## src/rtl/eau_pkg.sv

```systemverilog
package eau_pkg;

  localparam int RegCount = 16;
  localparam int RegAw    = $clog2(RegCount);

  localparam logic       REQ_COMPUTE = 1'b0;
  localparam logic       REQ_WRITE   = 1'b1;

  localparam logic [1:0] SIZE_BYTE = 2'd0;
  localparam logic [1:0] SIZE_WORD = 2'd1;

  // Mode groups, taken from mode bits 5:3.
  localparam logic [2:0] GRP_DREG    = 3'd0;
  localparam logic [2:0] GRP_AREG    = 3'd1;
  localparam logic [2:0] GRP_IND     = 3'd2;
  localparam logic [2:0] GRP_POSTINC = 3'd3;
  localparam logic [2:0] GRP_PREDEC  = 3'd4;
  localparam logic [2:0] GRP_DISP    = 3'd5;
  localparam logic [2:0] GRP_INDEX   = 3'd6;
  localparam logic [2:0] GRP_SPECIAL = 3'd7;

  localparam logic [5:0] MODE_ABS_SHORT = 6'h38;
  localparam logic [5:0] MODE_ABS_LONG  = 6'h39;
  localparam logic [5:0] MODE_PC_DISP   = 6'h3a;
  localparam logic [5:0] MODE_PC_INDEX  = 6'h3b;
  localparam logic [5:0] MODE_IMMEDIATE = 6'h3c;

  typedef enum logic [1:0] {
    KIND_REG  = 2'd0,
    KIND_DATA = 2'd1,
    KIND_PROG = 2'd2,
    KIND_IMM  = 2'd3
  } kind_t;

  // One request as held in the input register.
  typedef struct packed {
    logic              req_type;
    logic [5:0]        mode;
    logic [1:0]        size;
    logic [15:0]       ext_first;
    logic [15:0]       ext_second;
    logic [31:0]       ext_pc;
    logic [31:0]       write_value;
    logic [RegAw-1:0]  addr_a;
  } item_t;

  typedef struct packed {
    logic [31:0]       result_value;
    logic [3:0]        reg_index;
    kind_t             operand_kind;
    logic              invalid_mode;
    logic              writable;
    logic [1:0]        words_used;
    logic [4:0]        extra_cycles;
  } result_t;

  typedef struct packed {
    logic              en;
    logic [RegAw-1:0]  addr;
    logic [31:0]       data;
  } reg_wr_t;

  function automatic logic [31:0] sx16(input logic [15:0] v);
    sx16 = {{16{v[15]}}, v};
  endfunction

  function automatic logic [31:0] sx8(input logic [7:0] v);
    sx8 = {{24{v[7]}}, v};
  endfunction

endpackage

```

## src/rtl/eau_ram.sv

```systemverilog
module eau_ram #(
  parameter int Width = 32,
  parameter int Depth = 16,
  localparam int Aw = $clog2(Depth)
) (
  input  logic             clk,
  input  logic             wr_en,
  input  logic [Aw-1:0]    wr_addr,
  input  logic [Width-1:0] wr_data,
  input  logic             rd_en,
  input  logic [Aw-1:0]    rd_addr,
  output logic [Width-1:0] rd_data
);

  logic [Width-1:0] mem [Depth];

  always_ff @(posedge clk) begin
    if (wr_en) begin
      mem[wr_addr] <= wr_data;
    end
    if (rd_en) begin
      rd_data <= mem[rd_addr];
    end
  end

endmodule

```

## src/rtl/eau_field.sv

```systemverilog
module eau_field
  import eau_pkg::*;
(
  input  logic             req_type,
  input  logic [5:0]       mode,
  input  logic [15:0]      field_mask,
  input  logic [15:0]      opcode,
  input  logic [3:0]       write_index,
  output logic [RegAw-1:0] addr
);

  logic [3:0]  low;
  logic [15:0] sel_bits;
  logic [15:0] mask_sh;
  logic [3:0]  idx;
  logic [3:0]  code;
  logic        wide;
  logic        force_a;
  logic        need;

  // The field starts at the lowest set bit of the mask, bit 15 if none is set.
  always_comb begin
    low = 4'd15;
    for (int i = 14; i >= 0; i--) begin
      if (field_mask[i]) begin
        low = 4'(i);
      end
    end
  end

  always_comb begin
    sel_bits = (opcode & field_mask) >> low;
    mask_sh  = field_mask >> low;
    idx      = sel_bits[3:0] & mask_sh[3:0];
    wide     = mask_sh[3];
    // Modes from 0x28 up (displacement, indexed and special) decide as if the mode were 8.
    code     = (mode >= 6'h28) ? 4'd8 : mode[3:0];
    force_a  = (mode[5:3] == GRP_INDEX);
    need     = (((mode >= 6'h08) && (mode < 6'h28)) || (mode >= 6'h28)) &&
               !(wide && code[3]);
    if (force_a) begin
      need = 1'b1;
    end
    if (req_type == REQ_WRITE) begin
      addr = write_index;
    end else begin
      addr = {idx[3] | need, idx[2:0]};
    end
  end

endmodule

```

## src/rtl/eau_calc.sv

```systemverilog
module eau_calc
  import eau_pkg::*;
(
  input  item_t       item,
  input  logic [31:0] opa,
  input  logic [31:0] opb,
  output result_t     res,
  output reg_wr_t     wr
);

  logic        small_sz;
  logic [31:0] step;
  logic [31:0] xn;
  logic [31:0] idx_term;
  logic [31:0] base;
  logic [31:0] offs;
  logic [31:0] merged;
  logic [31:0] imm;

  always_comb begin
    small_sz = (item.size == SIZE_BYTE) || (item.size == SIZE_WORD);

    if (item.size == SIZE_BYTE) begin
      step = (item.mode[2:0] == 3'd7) ? 32'd2 : 32'd1;
    end else if (item.size == SIZE_WORD) begin
      step = 32'd2;
    end else begin
      step = 32'd4;
    end

    // Index register is a sign-extended word unless bit 11 asks for long.
    xn       = item.ext_first[11] ? opb : sx16(opb[15:0]);
    idx_term = xn + sx8(item.ext_first[7:0]);

    if (item.size == SIZE_BYTE) begin
      merged = {opa[31:8], item.write_value[7:0]};
      imm    = sx8(item.ext_first[7:0]);
    end else if (item.size == SIZE_WORD) begin
      merged = {opa[31:16], item.write_value[15:0]};
      imm    = sx16(item.ext_first);
    end else begin
      merged = item.write_value;
      imm    = {item.ext_first, item.ext_second};
    end
  end

  always_comb begin
    res      = '0;
    wr.en    = 1'b0;
    wr.addr  = item.addr_a;
    wr.data  = merged;
    base     = '0;
    offs     = '0;

    if (item.req_type == REQ_WRITE) begin
      wr.en            = 1'b1;
      res.reg_index    = item.addr_a;
      res.writable     = 1'b1;
    end else if (item.mode > MODE_IMMEDIATE) begin
      res.invalid_mode = 1'b1;
    end else if (item.mode == MODE_IMMEDIATE) begin
      res.operand_kind = KIND_IMM;
      res.words_used   = (small_sz) ? 2'd1 : 2'd2;
      base             = imm;
    end else begin
      res.writable = 1'b1;
      unique case (item.mode[5:3])
        GRP_DREG, GRP_AREG: begin
          res.reg_index = item.addr_a;
        end
        GRP_IND, GRP_POSTINC: begin
          res.operand_kind = KIND_DATA;
          res.reg_index    = item.addr_a;
          res.extra_cycles = small_sz ? 5'd4 : 5'd8;
          base             = opa;
          wr.en            = (item.mode[5:3] == GRP_POSTINC);
          wr.data          = opa + step;
        end
        GRP_PREDEC: begin
          res.operand_kind = KIND_DATA;
          res.reg_index    = item.addr_a;
          res.extra_cycles = small_sz ? 5'd6 : 5'd10;
          base             = opa;
          offs             = -step;
          wr.en            = 1'b1;
          wr.data          = opa - step;
        end
        GRP_DISP: begin
          res.operand_kind = KIND_DATA;
          res.reg_index    = item.addr_a;
          res.words_used   = 2'd1;
          res.extra_cycles = small_sz ? 5'd8 : 5'd12;
          base             = opa;
          offs             = sx16(item.ext_first);
        end
        GRP_INDEX: begin
          res.operand_kind = KIND_DATA;
          res.reg_index    = item.addr_a;
          res.words_used   = 2'd1;
          res.extra_cycles = small_sz ? 5'd10 : 5'd14;
          base             = opa;
          offs             = idx_term;
        end
        GRP_SPECIAL: begin
          unique case (item.mode)
            MODE_ABS_SHORT: begin
              res.operand_kind = KIND_DATA;
              res.words_used   = 2'd1;
              res.extra_cycles = small_sz ? 5'd8 : 5'd12;
              base             = sx16(item.ext_first);
            end
            MODE_ABS_LONG: begin
              res.operand_kind = KIND_DATA;
              res.words_used   = 2'd2;
              res.extra_cycles = small_sz ? 5'd12 : 5'd16;
              base             = {item.ext_first, item.ext_second};
            end
            MODE_PC_DISP: begin
              res.operand_kind = KIND_PROG;
              res.words_used   = 2'd1;
              res.extra_cycles = small_sz ? 5'd8 : 5'd12;
              base             = item.ext_pc;
              offs             = sx16(item.ext_first);
            end
            default: begin
              res.operand_kind = KIND_PROG;
              res.words_used   = 2'd1;
              res.extra_cycles = small_sz ? 5'd10 : 5'd14;
              base             = item.ext_pc;
              offs             = idx_term;
            end
          endcase
        end
        default: begin
          res.reg_index = item.addr_a;
        end
      endcase
    end

    if (item.req_type == REQ_WRITE) begin
      res.result_value = merged;
    end else begin
      res.result_value = base + offs;
    end
  end

endmodule

```

## src/rtl/m68k_effective_address_unit.sv

```systemverilog
// 68000 effective-address unit with its own sixteen-entry register file
// (D0-D7 then A0-A7).
// Requests arrive on the s_axis channel: tuser carries the request type
// (compute address or write register), tdata the operand fields. Each
// request yields exactly one transaction on the m_axis channel, with the
// operand kind on tuser and the address, immediate or merged register
// value plus the decode results on tdata.
// One request is taken every cycle while the receiver does not stall: the
// register index is decoded and both register-file ports are read while the
// request is captured, and the result is formed and the register updated as
// the request moves on to the output register. A one-entry bypass covers a
// request that reads the register written by the request just ahead of it.
// When the receiver stalls, the output register holds its result, one more
// request may wait in the input register, and s_axis_tready then drops.
// Reset empties both stages and marks every register of the file as zero;
// no clearing pass is needed.
module m68k_effective_address_unit
  import eau_pkg::*;
(
  input  logic         clk,
  input  logic         rst,
  input  logic         s_axis_tvalid,
  output logic         s_axis_tready,
  // [5:0] mode, [7:6] size, [23:8] field_mask, [39:24] opcode,
  // [55:40] ext_first, [71:56] ext_second, [103:72] ext_pc,
  // [107:104] write_index, [139:108] write_value, [143:140] zero
  input  logic [143:0] s_axis_tdata,
  // [0] req_type
  input  logic         s_axis_tuser,
  output logic         m_axis_tvalid,
  input  logic         m_axis_tready,
  // [31:0] result_value, [35:32] reg_index, [36] invalid_mode,
  // [37] writable, [39:38] words_used, [44:40] extra_cycles, [47:45] zero
  output logic [47:0]  m_axis_tdata,
  // [1:0] operand_kind
  output logic [1:0]   m_axis_tuser
);

  logic              in_accept;
  logic              s1_valid;
  logic              s1_adv;
  item_t             s1;
  item_t             item_next;
  logic [RegAw-1:0]  addr_a;
  logic [RegAw-1:0]  addr_b;
  logic [31:0]       qa;
  logic [31:0]       qb;
  logic              va;
  logic              vb;
  logic [RegCount-1:0] reg_valid;
  reg_wr_t           fwd;
  reg_wr_t           wr;
  logic              wr_now;
  logic [31:0]       opa;
  logic [31:0]       opb;
  result_t           res;
  result_t           out;
  logic              out_valid;

  assign s1_adv        = s1_valid && (!out_valid || m_axis_tready);
  assign s_axis_tready = !s1_valid || s1_adv;
  assign in_accept     = s_axis_tvalid && s_axis_tready;
  assign wr_now        = s1_adv && wr.en;

  eau_field u_field (
    .req_type    (s_axis_tuser),
    .mode        (s_axis_tdata[5:0]),
    .field_mask  (s_axis_tdata[23:8]),
    .opcode      (s_axis_tdata[39:24]),
    .write_index (s_axis_tdata[107:104]),
    .addr        (addr_a)
  );

  assign addr_b = s_axis_tdata[55:52];

  always_comb begin
    item_next.req_type    = s_axis_tuser;
    item_next.mode        = s_axis_tdata[5:0];
    item_next.size        = s_axis_tdata[7:6];
    item_next.ext_first   = s_axis_tdata[55:40];
    item_next.ext_second  = s_axis_tdata[71:56];
    item_next.ext_pc      = s_axis_tdata[103:72];
    item_next.write_value = s_axis_tdata[139:108];
    item_next.addr_a      = addr_a;
  end

  // Two copies of the register file give two independent read ports.
  eau_ram #(.Width(32), .Depth(RegCount)) u_ram_a (
    .clk     (clk),
    .wr_en   (wr_now),
    .wr_addr (wr.addr),
    .wr_data (wr.data),
    .rd_en   (in_accept),
    .rd_addr (addr_a),
    .rd_data (qa)
  );

  eau_ram #(.Width(32), .Depth(RegCount)) u_ram_b (
    .clk     (clk),
    .wr_en   (wr_now),
    .wr_addr (wr.addr),
    .wr_data (wr.data),
    .rd_en   (in_accept),
    .rd_addr (addr_b),
    .rd_data (qb)
  );

  // The bypass entry records the write made at the edge that captured the
  // current request, which the memory read at that edge did not see yet.
  always_ff @(posedge clk) begin
    if (rst) begin
      s1_valid  <= 1'b0;
      reg_valid <= '0;
      fwd.en    <= 1'b0;
    end else begin
      if (in_accept) begin
        s1_valid <= 1'b1;
      end else if (s1_adv) begin
        s1_valid <= 1'b0;
      end
      if (wr_now) begin
        reg_valid[wr.addr] <= 1'b1;
      end
      if (in_accept) begin
        fwd.en   <= wr_now;
        fwd.addr <= wr.addr;
        fwd.data <= wr.data;
      end
    end
  end

  always_ff @(posedge clk) begin
    if (in_accept) begin
      s1       <= item_next;
      va       <= reg_valid[addr_a];
      vb       <= reg_valid[addr_b];
    end
  end

  always_comb begin
    if (fwd.en && (fwd.addr == s1.addr_a)) begin
      opa = fwd.data;
    end else begin
      opa = va ? qa : '0;
    end
    if (fwd.en && (fwd.addr == s1.ext_first[15:12])) begin
      opb = fwd.data;
    end else begin
      opb = vb ? qb : '0;
    end
  end

  eau_calc u_calc (
    .item (s1),
    .opa  (opa),
    .opb  (opb),
    .res  (res),
    .wr   (wr)
  );

  always_ff @(posedge clk) begin
    if (rst) begin
      out_valid <= 1'b0;
    end else if (s1_adv) begin
      out_valid <= 1'b1;
    end else if (m_axis_tready) begin
      out_valid <= 1'b0;
    end
  end

  always_ff @(posedge clk) begin
    if (s1_adv) begin
      out <= res;
    end
  end

  assign m_axis_tvalid = out_valid;
  assign m_axis_tuser  = out.operand_kind;
  assign m_axis_tdata  = {3'b000, out.extra_cycles, out.words_used, out.writable,
                          out.invalid_mode, out.reg_index, out.result_value};

endmodule
```

## config.mk

```make
export PLATFORM = sky130hd
export DESIGN_NAME = m68k_effective_address_unit
export DESIGN_NICKNAME = d
export VERILOG_FILES = /design/src/rtl/eau_pkg.sv /design/src/rtl/eau_ram.sv /design/src/rtl/eau_field.sv /design/src/rtl/eau_calc.sv /design/src/rtl/m68k_effective_address_unit.sv
export SDC_FILE = /design/constraint.sdc
export NUM_CORES = 2
export LEC_CHECK = 0
export BUFFER_PORTS_ARGS = -buffer_cell sky130_fd_sc_hd__buf_4
export CORE_MARGIN = 1
export CORE_UTILIZATION = 55
export CTS_BUF_LIST = sky130_fd_sc_hd__clkbuf_4
export DETAILED_ROUTE_END_ITERATION = 8
export PLACE_DENSITY = 0.73
export SETUP_SLACK_MARGIN = 0.1
export SLEW_MARGIN = 15
export SYNTH_ARGS = -nofsm -noshare
export SYNTH_HDL_FRONTEND = slang
export SYNTH_SLANG_ARGS = --single-unit
```

## constraint.sdc

```tcl
create_clock -name clk -period 19.2 [get_ports clk]
set_clock_uncertainty 0.05 [all_clocks]
set_input_delay 1.92 -clock clk [delete_from_list [all_inputs] [get_ports clk]]
set_output_delay 1.92 -clock clk [all_outputs]
set_load 0.02 [all_outputs]
```

# --- Word level (Yosys, flattened, before mapping) ---
# Memory sizes are Yosys's and may differ from the RTL's. A register that Yosys moved wholly into a read port is not among the register bits.
# Index checks and enable logic that the tools add are counted.
word_totals:
  memories: 2
  regBits: 213
  word_cells: 172
  ramBits: 1024
classes:
  n_addsub: 5
  reduce_logical: 29
  shifts: 2
  mux: 82
  bitwise: 5
  n_eq_ne: 16
  order_cmp: 8
mem_list:
  columns: ["name", "words", "word_bits", "rd", "rd_clocked_by_memory_dff", "write_ports", "line", "text"]
  rows:
  - ["u_ram_a.mem", 16, 32, 1, 1, 1, "eau_ram.sv:15", "logic [Width-1:0] mem [Depth];"]
  - ["u_ram_b.mem", 16, 32, 1, 1, 1, "eau_ram.sv:15", null]
op_table:
  columns: ["op", "count"]
  rows:
  - ["$mux W32", 19]
  - ["$pmux W32 S2", 4]
  - ["$pmux W32 S4", 1]
  - ["$add A32 B32 Y32", 3]
  - ["$mux W4", 21]
  - ["$neg A32 Y32", 1]
  - ["$shr A16 B4 Y4", 2]
  - ["$sub A32 B32 Y32", 1]
  - ["$mux W31", 1]
  - ["$pmux W5 S5", 1]
  - ["$eq A6 B6 Y1 const B", 4]
  - ["$eq A3 B3 Y1 const B", 6]
  - ["$and A16 B16 Y16", 1]
  - ["$mux W1", 16]
  - ["$or A16 B16 Y16", 1]
  - ["$lt A4 B5 Y1 const B", 3]
  - ["$pmux W7 S2", 1]
  - ["$mux W2", 5]
  - ["$mux W5", 2]
  - ["$reduce_or A2 Y1", 5]
  - ["$logic_and A1 B1 Y1", 9]
  - ["$mux W3", 3]
  - ["$bmux W1 S4", 2]
  - ["$eq A4 B4 Y1", 2]
  - ["25 further kinds", 33]

# --- Longest topological paths before layout ---
logic_depth:
  ltp_word: 24
  depth_mapped: 31

# --- Cells and area by module ---
# A second synthesis with hierarchy kept.
hier_totals:
  hier_cells: 3496
  area_unflattened_um2: 56982.2
by_module_without_submodules:
  columns: ["module", "seq_area_each_um2", "instances", "cells_per_inst", "area_each_um2"]
  rows:
  - ["eau_ram", 16335.7, 2, 838, 20155.6]
  - ["m68k_effective_address_unit", 6206.0, 1, 475, 7985.2]
  - ["eau_calc", 0.0, 1, 1222, 7815.0]
  - ["eau_field", 0.0, 1, 123, 870.8]

# --- Worst setup path after synthesis ---
# No wires, ideal clock.
synth_path:
  path_kind: "input to register"
  start: "in m_axis_tready"
  end: "mem u_ram_b.mem[0][0], enable pin"
  t_arrival_ns: 7.047
  setup_slack_ns: 11.640
  required_time_ns: 18.687
  cell_stages: 6
  n_path_buf: 0
  cell_sequence: "nor2b_1 nor2b_1 o31a_1 nor2b_1 nand2b_1 nor3_1"
synth_between:
  elab_chain_len: 5
synth_rtl:
  columns: ["item", "line", "text"]
  rows:
  - ["start, declared", "m68k_effective_address_unit.sv:31", "input logic m_axis_tready,"]
  - ["$logic_or A1 B1 Y1", "m68k_effective_address_unit.sv:60", "assign s1_adv = s1_valid && (!out_valid || m_axis_tready);"]
  - ["$logic_and A1 B1 Y1", "m68k_effective_address_unit.sv:60", null]
  - ["net s1_adv", "m68k_effective_address_unit.sv:41", "logic s1_adv;"]
  - ["$logic_and A1 B1 Y1", "m68k_effective_address_unit.sv:63", "assign wr_now = s1_adv && wr.en;"]
  - ["$mux W1", "eau_ram.sv:18", "if (wr_en) begin"]
  - ["$mux W1 (not written as such)", "eau_ram.sv:19", "mem[wr_addr] <= wr_data;"]
  - ["end, declared", "eau_ram.sv:15", null]
# The timed path passes the listed nets, and every way through them passes these cells.

==> flow_summary.yaml <==
worst_setup_path:
  cpMaxStageDelayCell: "o41ai_1"
  critPathCaptureType: "flip-flop"
  worstPathArrival_ps: 8840
  cp.required_ps: 19890
  path_class: "flip-flop to flip-flop"
  r2r_start: "s1[97]"
  max_stage_delay_ps: 650
  critPathMaxFanout: 32
  setup.worst_path.start: "s1[97]"
  cp-start-kind: "flip-flop"
pwr:
  p_per_area_nw_per_um2: 87.0
  seqPwrFrac_pct: 49.9
  p_comb_share_pct: 14.9
  p_int_uw: 2940
  peakVddDrop_uv: 49.3
  clkPwrFrac_pct: 35.2
  switchingPower_uw: 1110
  p_sw_share_pct: 27.4
  cellLeakagePower_uw: 0.0171
synthesis:
  synth_area_um2: 41400
  synthArstFlopShare_pct: 0
  synth_flop_cell: "edfxtp_1"
  synth.ff_latch_count: 788
  ys_warn_count: 0
  synth_edf_count: 769
  synth_largest_area_cell: "edfxtp_1"
  syn_area_per_cell_um2: 12.9
  synthTopCellsByArea: "edfxtp_1, mux4_2, mux2i_1, nand2_1, a21oi_1"
  synth_cells: 3218
  ys_types: 90
  yosysSeqAreaShare_pct: 56.6
  yosysTopAreaCellShare_pct: 55.7
sta:
  setup_violations: 0
  slew_headroom_pct: 22.7
  final_max_slew_viol_count: 0
  rsz0062_at_grt: "false"
  min_period_over_period_pct: 42.4
  max_freq_mhz: 123
  worst_pin_slew_ps: 1160
  fin_hold_ws_ps: 450
  hold_viol: 0
  fin_setup_tns_ps: 0
  period_needed_ps: 8150
global_route:
  antenna_found_initial: 2
  track_usage_pct: 32.3
  grt_pass1_vias: 30640
  grt_overflow_total: 0
  grt_start_max_net_pins: 123
  grt_pass1_wl_um: 185000
drt:
  vias_per_cell: 6.70
  routed_wl_um: 125000
  first_pass_iters: 7
  wl_per_cell_um: 27.1
  drtIter0Drc: 4297
  vias: 30867
  drtAntennaViolNets: 0
  drc: 0
floorplanning:
  die_h_um: 277
  die_w_um: 277
  start_util_pct: 55.7
  ioPinCount: 201
  dieArea_um2: 76500
  rows: 100
  core_area_um2: 74400
clock_network:
  post_cts_resized: 0
  cts.sinks: 788
  cts.path.max_buffers: 3
  cts_setup_buffers: 0
  hold_buffers: 0
  clockRootBuffer: "clkbuf_4"
  clkTransAtPathRegs_ps: 80
  clock_latency_ps: 1040
  cts_tree: "built"
  htreeDepth: 4
  cts_made_buffers: 196
cells_and_area:
  area_growth_pct: 12.2
  final_common_cell: "edfxtp_1"
  postLayoutCellArea_um2: 46500
  fin_nets: 3731
  drive_above_1_share_pct: 22.7
  most-common-layout-cells: "edfxtp_1, nand2_1, clkbuf_4"
  fin_util_pct: 62.5
place:
  io_buffers: 192
  placed_cell_area_um2: 44000
  globalplace.congestion: 0.955
  hpwlAfterDp_um: 79600
worst_hold_path:
  worstHoldStart: "reg_valid[5]"
  holdCritPathClass: "flip-flop to flip-flop"
run_status:
  status: "completed"
flow_run:
  maxCapViolCount: 0
-- routing by layer --
metal,share of wire (%),track usage (%)
met3,11,7.49
met2,47,51.4
met5,0,0
met1,38,42.4
met4,4.3,14.6
-- area by class of cell --
| type | instances | area, µm² |
|---|---|---|
| inverters | 48 | 193 |
| clock inverters | 57 | 357 |
| multi-input cells | 2167 | 17000 |
| clock buffers | 292 | 2190 |
| flip-flops and latches | 788 | 23500 |
| diodes | 4 | 10.0 |
| well taps | 969 | 1210 |
| fillers | 5634 | 27900 |
| repair buffers | 279 | 2100 |
-- flip-flops by register name, indices dropped and copies added (netlist names) --
register         cells
u_ram_b.rd_data     32
u_ram_a.rd_data     32
m_axis_tvalid        1
vb                   1
m_axis_tdata        44
s1                 109
m_axis_tuser         2
va                   1
fwd                 37
reg_valid           16
u_ram_b.mem        512
s1_valid             1
-- power by group through the flow --
| stage | clock, µW | combinational (µW) | sequential, µW |
|---|---|---|---|
| global placement | 0 | 574 | 2050 |
| floorplan | 0 | 388 | 2040 |
| detailed placement | 0 | 589 | 2050 |
| CTS | 1450 | 592 | 2020 |
| global route | 1530 | 643 | 2020 |
| finish | 1420 | 601 | 2020 |
-- metrics by stage --
| stage | power, µW | setup WS, ps | std cells |
|---|---|---|---|
| 3_5_place_dp | 2640 | 10820 | 4251 |
| 2_1_floorplan | 2430 | 11640 | 3221 |
| 6_report | 4050 | 11050 | 4604 |
| 5_1_grt | 4200 | 10580 | 4602 |
| 4_1_cts | 4060 | 11140 | 4600 |
| 3_3_place_gp | 2630 | 10910 | 4251 |
-- worst max-delay path: cells and delay by family (launching register included) --
| family | cells | cell delay (ps) |
|---|---|---|
| buf+inv | 2 | 460 |
| xor+xnor | 2 | 320 |
| compound gates | 13 | 3810 |
| flops | 1 | 470 |
| fa+ha+maj | 3 | 890 |
| simple gates | 9 | 1800 |
-- final timing paths --
path / end / slack [ps] / cells after the start
max: m_axis_tdata[30] / 11050 / 29
min: reg_valid[5] / 450 / 2
max reg2reg: m_axis_tdata[30] / 11050 / 29
min reg2reg: reg_valid[5] / 450 / 2
-- cells in the mapped netlist (all sizes together), types with 4 or more instances --
cell and instances:
buf 78, o21a 17, a221o 126, and2 11
xnor2 42, xor2 42, a22oi 9, inv 47
a221oi 27, or2 12, a21oi 260, nor3 24
o31a 5, o211ai 11, nor2 176, and3 15
nand2 392, o31ai 11, a21o 49, o21bai 15
a31oi 33, ha 99, a211oi 21, clkbuf 140
nor2b 25, mux2i 158, a211o 8, dfxtp 19
a32oi 4, nand2b 24, or4 5, a222oi 15
mux2 10, mux4 166, nand4 38, a311oi 6
or3 8, nor4 10, nand3 57, o21ai 144
o22ai 21, a21boi 10, o41ai 6, a22o 10
edfxtp 769
-- cell families (layout without fill, tap and decap cells) --
kind of cell,count (synthesis),count (layout),share of synthesized area (%)
mux,334,334,13.1
xor+xnor,84,84,1.77
compound gates,836,836,13.9
flops,788,788,56.6
other cells,1,8,0.00905
fa+ha+maj,102,102,3.13
buf+inv,266,676,2.85
simple gates,807,807,8.62
(Power assumes the default switching activity.)
